--- config.mk ---
export PLATFORM = sky130hd
export DESIGN_NAME = bcl_cell
export DESIGN_NICKNAME = d
export VERILOG_FILES = /design/src/rtl/bcl_pkg.sv /design/src/rtl/bcl_cell.sv
export SDC_FILE = /design/constraint.sdc
export NUM_CORES = 1
export LEC_CHECK = 0
export BUFFER_PORTS_ARGS = -buffer_cell sky130_fd_sc_hd__buf_4
export CELL_PAD_IN_SITES_DETAIL_PLACEMENT = 0
export CELL_PAD_IN_SITES_GLOBAL_PLACEMENT = 2
export CORE_MARGIN = 4
export CORE_UTILIZATION = 25
export DETAILED_ROUTE_END_ITERATION = 10
export PLACE_DENSITY = 0.92
export SETUP_SLACK_MARGIN = 0.3
export SLEW_MARGIN = 10
export SYNTH_ARGS = -nofsm -noshare
export SYNTH_HDL_FRONTEND = slang
export SYNTH_SLANG_ARGS = --single-unit
export TNS_END_PERCENT = 20
--- constraint.sdc ---
create_clock -name clk_i -period 3 [get_ports clk_i]
set_input_delay 0.6 -clock clk_i [delete_from_list [all_inputs] [get_ports clk_i]]
set_output_delay 0.6 -clock clk_i [all_outputs]
set_load 0.05 [all_outputs]
--- src/rtl/bcl_pkg.sv ---
// Shared constants and types of the block cache tag engine.
`default_nettype none

package bcl_pkg;

  localparam int unsigned OP_W        = 2;
  localparam int unsigned DEPTH_W     = 7;
  localparam int unsigned SLOT_OUT_W  = 6;
  localparam int unsigned BLOCK_OUT_W = 32;

  localparam logic [OP_W-1:0] OP_READ  = 2'd0;
  localparam logic [OP_W-1:0] OP_WRITE = 2'd1;
  localparam logic [OP_W-1:0] OP_FLUSH = 2'd2;

  typedef struct packed {
    logic update;
    logic promote;
    logic flush;
  } cell_ctrl_t;

endpackage

`default_nettype wire

--- src/rtl/bcl_cell.sv ---
// One recency list position: holds a slot id with its tag, valid and dirty bits.
`default_nettype none

module bcl_cell import bcl_pkg::*; #(
  parameter int unsigned SLOTS      = 64,
  parameter int unsigned BLOCK_BITS = 32,
  parameter int unsigned INDEX      = 0
) (
  input  wire logic                          clk_i,
  input  wire logic                          rst_ni,
  input  wire cell_ctrl_t                    ctrl_i,
  input  wire logic [$clog2(SLOTS)-1:0]      pos_i,
  input  wire logic [$clog2(SLOTS)-1:0]      flush_idx_i,
  input  wire logic [BLOCK_BITS-1:0]         lookup_tag_i,
  input  wire logic [$clog2(SLOTS)-1:0]      load_slot_i,
  input  wire logic [BLOCK_BITS-1:0]         load_tag_i,
  input  wire logic                          load_valid_i,
  input  wire logic                          load_dirty_i,
  input  wire logic [$clog2(SLOTS)-1:0]      prev_slot_i,
  input  wire logic [BLOCK_BITS-1:0]         prev_tag_i,
  input  wire logic                          prev_valid_i,
  input  wire logic                          prev_dirty_i,
  output logic      [$clog2(SLOTS)-1:0]      slot_o,
  output logic      [BLOCK_BITS-1:0]         tag_o,
  output logic                               valid_o,
  output logic                               dirty_o,
  output logic                               match_o,
  output logic                               flush_hit_o,
  output logic                               flush_later_o
);

  localparam int unsigned SW = $clog2(SLOTS);
  localparam logic [SW-1:0] IDX = SW'(INDEX);

  logic [SW-1:0]         slot_q, slot_d;
  logic [BLOCK_BITS-1:0] tag_q, tag_d;
  logic                  valid_q, valid_d;
  logic                  dirty_q, dirty_d;
  logic                  take_prev, take_load, clear;

  assign match_o       = valid_q && (tag_q == lookup_tag_i);
  assign flush_hit_o   = valid_q && dirty_q && (slot_q == flush_idx_i);
  assign flush_later_o = valid_q && dirty_q && (slot_q > flush_idx_i);

  assign take_prev = ctrl_i.update && ctrl_i.promote && (IDX <= pos_i);
  assign take_load = ctrl_i.update && !ctrl_i.promote && (IDX == pos_i);
  assign clear     = ctrl_i.flush && flush_hit_o;

  always_comb begin
    slot_d  = slot_q;
    tag_d   = tag_q;
    valid_d = valid_q;
    dirty_d = dirty_q;
    if (take_prev) begin
      slot_d  = prev_slot_i;
      tag_d   = prev_tag_i;
      valid_d = prev_valid_i;
      dirty_d = prev_dirty_i;
    end else if (take_load) begin
      slot_d  = load_slot_i;
      tag_d   = load_tag_i;
      valid_d = load_valid_i;
      dirty_d = load_dirty_i;
    end else if (clear) begin
      valid_d = 1'b0;
      dirty_d = 1'b0;
    end
  end

  always_ff @(posedge clk_i or negedge rst_ni) begin
    if (!rst_ni) begin
      slot_q  <= IDX;
      valid_q <= 1'b0;
      dirty_q <= 1'b0;
    end else begin
      slot_q  <= slot_d;
      valid_q <= valid_d;
      dirty_q <= dirty_d;
    end
  end

  always_ff @(posedge clk_i) begin
    tag_q <= tag_d;
  end

  assign slot_o  = slot_q;
  assign tag_o   = tag_q;
  assign valid_o = valid_q;
  assign dirty_o = dirty_q;

endmodule

`default_nettype wire

* Word level (Yosys, flattened, before mapping)
Cells that the tools add are included.
** Word-level totals
- Bits in registers :: 40
- Bits of input ports :: 129
- Output and inout bits :: 43
- Word-level logic and storage cells :: 30
** Operators by class
- $lt $le $gt $ge :: 2
- Eq/ne operators :: 2
- Mux-type cells :: 9
- Reduce and logical (&&, ||, !) cells :: 13
** Operators with widths (count)
- $mux 32 :: 2
- $eq 32x32->1 :: 1
- $mux 6 :: 2
- $logic_and 1x1->1 :: 9
- $eq 6x6->1 :: 1
- $gt 6x6->1 :: 1
- $le 1x6->1 const A :: 1
- $logic_not 6->1 :: 1
- $mux 1 :: 5
- $reduce_bool 3->1 :: 1
- $reduce_bool 2->1 :: 1
- $logic_not 1->1 :: 1

* Depth between registers and ports, before layout
- Depth after elaboration :: 6
- Depth in mapped cells :: 6
- Mapped depth without buffers :: 6

* Least setup slack after synthesis
OpenSTA, ideal clock, no wires.
- Kind :: flip-flop to output port
- Start :: register slot_q[4], in the netlist slot_o[4]
- End :: output port flush_later_o
- Data arrival time :: 2.441 ns
- Data required time :: 2.400 ns
- Setup slack :: -0.041 ns
- Cell stages (with the launch flop) :: 6
- Buffers on the path :: 0
- Cell sequence :: dfrtp_1 > ha_1 > nand4_1 > a21oi_1 > nor2_1 > a211oi_1
** On the way
- Cells in the longest elaborated chain, start to end :: 2
** RTL lines
- start, declared :: RTL line bcl_cell.sv:35 : logic [SW-1:0] slot_q, slot_d;
- start signal, assigned :: RTL line bcl_cell.sv:76 : slot_q <= slot_d;
- $gt 6x6->1 :: RTL line bcl_cell.sv:43 : assign flush_later_o = valid_q && dirty_q && (slot_q > flush_idx_i);
- $logic_and 1x1->1 :: RTL line bcl_cell.sv:43
- end, declared :: RTL line bcl_cell.sv:29 : output logic flush_later_o
Every way passes these cells.

* Final worst setup path
- Start :: register tag_q[13], in the netlist tag_o[13]
- End :: output port match_o
** On the way
- Cells in the longest elaborated chain, start to end :: 2
** RTL lines
- start, declared :: RTL line bcl_cell.sv:36 : logic [BLOCK_BITS-1:0] tag_q, tag_d;
- start signal, assigned :: RTL line bcl_cell.sv:83 : tag_q <= tag_d;
- $eq 32x32->1 :: RTL line bcl_cell.sv:41 : assign match_o = valid_q && (tag_q == lookup_tag_i);
- $logic_and 1x1->1 :: RTL line bcl_cell.sv:41
- end, declared :: RTL line bcl_cell.sv:27 : output logic match_o,
Every way passes these cells.

==> results.toml <==
[outcome]
status = "completed"

[routing]
vias = 1982
routedWlPerCell_um = 15.5
drc_errors = 0
ant_nets = 0
wirelength_mm = 7.08
viasPerCell = 4.35
detail_route.iter0.violations = 48
first_pass_iters = 4

[setup_path]
endpoint_kind = "output pin"
cp_max_fo = 2
arrival_ps = 1860
reg2reg_slack_ps = 1390
crit_buf_inv = 1
startpoint_type = "flop"
worstPathRequired_ps = 2400
critical_path_class = "reg -> out"
critPathMaxStageDelay_ps = 420
slowest_stage = "edfxtp_1"
cp_cell_sequence = "xor2_1 -> nor4_1 -> nand4_1 -> nor3_1 -> buf_4"
path_delay_family = "simple AND/OR/NAND/NOR gates"

[synth]
synth_edf_count = 32
ys_types = 27
synthArstFlopShare_pct = 20.0
syn_area_um2 = 2300
ys_ff_latch = 40
synth.net_count = 305
synth_cells = 170
synth-main-ff-cell = "edfxtp_1"
ys_seq_area_share_pct = 50.4
syn_area_per_cell_um2 = 13.6
ys_warn_count = 0

[timing]
fmax_ghz = 0.407
hold_viol_final = 0
worstMarginPinSlew_ps = 521
fin_hold_ws_ps = 125
slew_headroom_pct = 65.1
finalSetupViolCount = 0
rsz0062_at_grt = "no"
final.min_clock_period_ps = 2460
period_share_pct = 81.9
fin_worst_skew_ps = 4.53
drv_slew = 0
setup_tns_ps = 0

[clocking]
post_cts_resized = 0
cts.sinks = 40
ctsLongestPathBuffers = 2
clock_latency_ps = 280
cts_tree = "built"
numCtsBuffers = 5
cts_setup_buffers = 0
clk_pin_slew_ps = 80
htreeDepth = 2
cts-root-buf = "clkbuf_8"
hold_buffers = 0

[final_layout]
drive_gt1_share_pct = 65.2
num-fill-cells = 849
antenna_cells = 0
final_area_um2 = 3830
nNetsFinal = 482
syn2layout_area_growth_pct = 66.3

[die]
dieArea_um2 = 10800
core_area_um2 = 8850
num_rows = 34
initial_utilization_pct = 26.0
io_pins = 172
die_x_um = 104
die_h_um = 104

[placement]
port-buffer-count = 171
hpwl_mm = 6.02
dpl_cell_area_um2 = 3720
gp_congestion = 0.746

[global_route]
gr-usage-all-layers_pct = 12.6
gr-total-overflow = 0
grt_pass1_wl_mm = 11.0
grt_pass1_vias = 2152
grt_max_degree = 22
grt_antenna_before_repair = 0

[power]
pwr_density_cell_nw_per_um2 = 447
vdd_drop_max_uv = 159
leakage_nw = 1.77

[job]
cap_violations = 0

[min_path]
hold_class = "in -> async"
cells in the final DEF, fill, tap and decap left out:
master	Yosys	final
nor3_1	3	3
xor2_1	31	31
edfxtp_1	32	32
nand4_1	2	2
nand2b_1	1	1
nand2_1	3	3
nor4_1	8	8
bufinv_16	0	1
nand2_2	2	2
nand3_1	2	2
ha_1	6	6
o21ai_0	3	3
dfrtp_1	8	8
nor2_1	2	2
mux2_2	36	36
clkbuf_1	0	1
clkinv_2	0	1
buf_4	0	174
a221o_1	1	1
a211oi_2	0	1
mux2_4	6	6
nor4b_2	1	1
inv_1	9	9
a32oi_1	2	2
a21oi_1	2	2
and2_1	1	1
mux2i_1	2	2
nor2b_1	1	1
xnor2_1	1	1
clkbuf_8	0	5
power by group:
group / total [mW] / internal (mW) / switching (mW)
logic: 0.582 / 0.267 / 0.315
registers: 0.699 / 0.661 / 0.0389
clock network: 0.432 / 0.247 / 0.185
total: 1.71 / 1.17 / 0.539
path summary, 6_finish.rpt:
check | from | endpoint | depth (start not counted)
worst max register to register | slot_o[5] | valid_o | 5
max in group asynchronous | rst_ni | slot_o[0] | 1
worst min-delay path | rst_ni | slot_o[5] | 1
worst min register to register | slot_o[1] | slot_o[1] | 1
worst max-delay path | tag_o[13] | match_o | 5
min in group clk_i | load_valid_i | valid_o | 3
final cells by class:
type                    count  area, um^2  share of cell area, %
clock buffers               6        72.6                   1.89
clock inverters             2        35.0                  0.914
inverters                   9        33.8                  0.881
multi-input cells         117        1090                   28.4
flip-flops and latches     40        1160                   30.3
well taps                 108         135                   3.53
repair buffers            174        1310                   34.1
logic make-up after synthesis:
kind of cell | share of synthesized area, %
buf+inv | 2.61
xor+xnor | 12.2
compound gates | 2.61
mux | 22.4
simple gates | 6.62
flops | 50.4
fa+ha+maj | 3.26
per-stage QoR:
stage	setup WS, ps	instances	total power, mW	util (%)
final	542	456	1.71	43.3
after floorplan	83.3	170	1.04	-
after global placement	554	448	1.29	42.1
after CTS	516	456	1.75	43.3
after global routing	450	456	1.80	43.3
after detailed placement	550	448	1.30	42.1
registers in the layout (all words and copies together), names as in the netlist:
register  flops
valid_o       1
tag_o        32
dirty_o       1
slot_o        6
Yosys cell counts (all sizes together), types with 2 or more instances:
| library cell | number | area, um^2 |
|---|---|---|
| xor2 | 31 | 272 |
| nand2 | 5 | 23.8 |
| nand3 | 2 | 10.0 |
| a32oi | 2 | 17.5 |
| buf | 4 | 26.3 |
| o21ai | 3 | 15.0 |
| nor3 | 3 | 15.0 |
| nor2 | 2 | 7.51 |
| nand4 | 2 | 12.5 |
| mux2i | 2 | 20.0 |
| edfxtp | 32 | 961 |
| a21oi | 2 | 10.0 |
| inv | 9 | 33.8 |
| mux2 | 42 | 495 |
| dfrtp | 8 | 200 |
| ha | 6 | 75.1 |
| nor4 | 8 | 50.1 |
worst reg2reg max path: cells and delay by family, from the launching register on:
family / cells / cell delay [ps]
and+or+nand+nor: 2 / 490
DFF: 1 / 420
adders and majority gates: 1 / 300
AOI/OAI and AO/OA: 2 / 280
layer usage:
| layer | vias up | global-route usage, % | share of wire, % |
|---|---|---|---|
| met5 | - | 0 | 0 |
| met4 | 0 | 3.51 | 1.2 |
| met3 | 6 | 3.17 | 5.9 |
| met2 | 79 | 24.1 | 55 |
| met1 | 913 | 13.7 | 37 |
| li1 | 984 | - | - |
No activity file was read; power rests on OpenSTA's default activity.
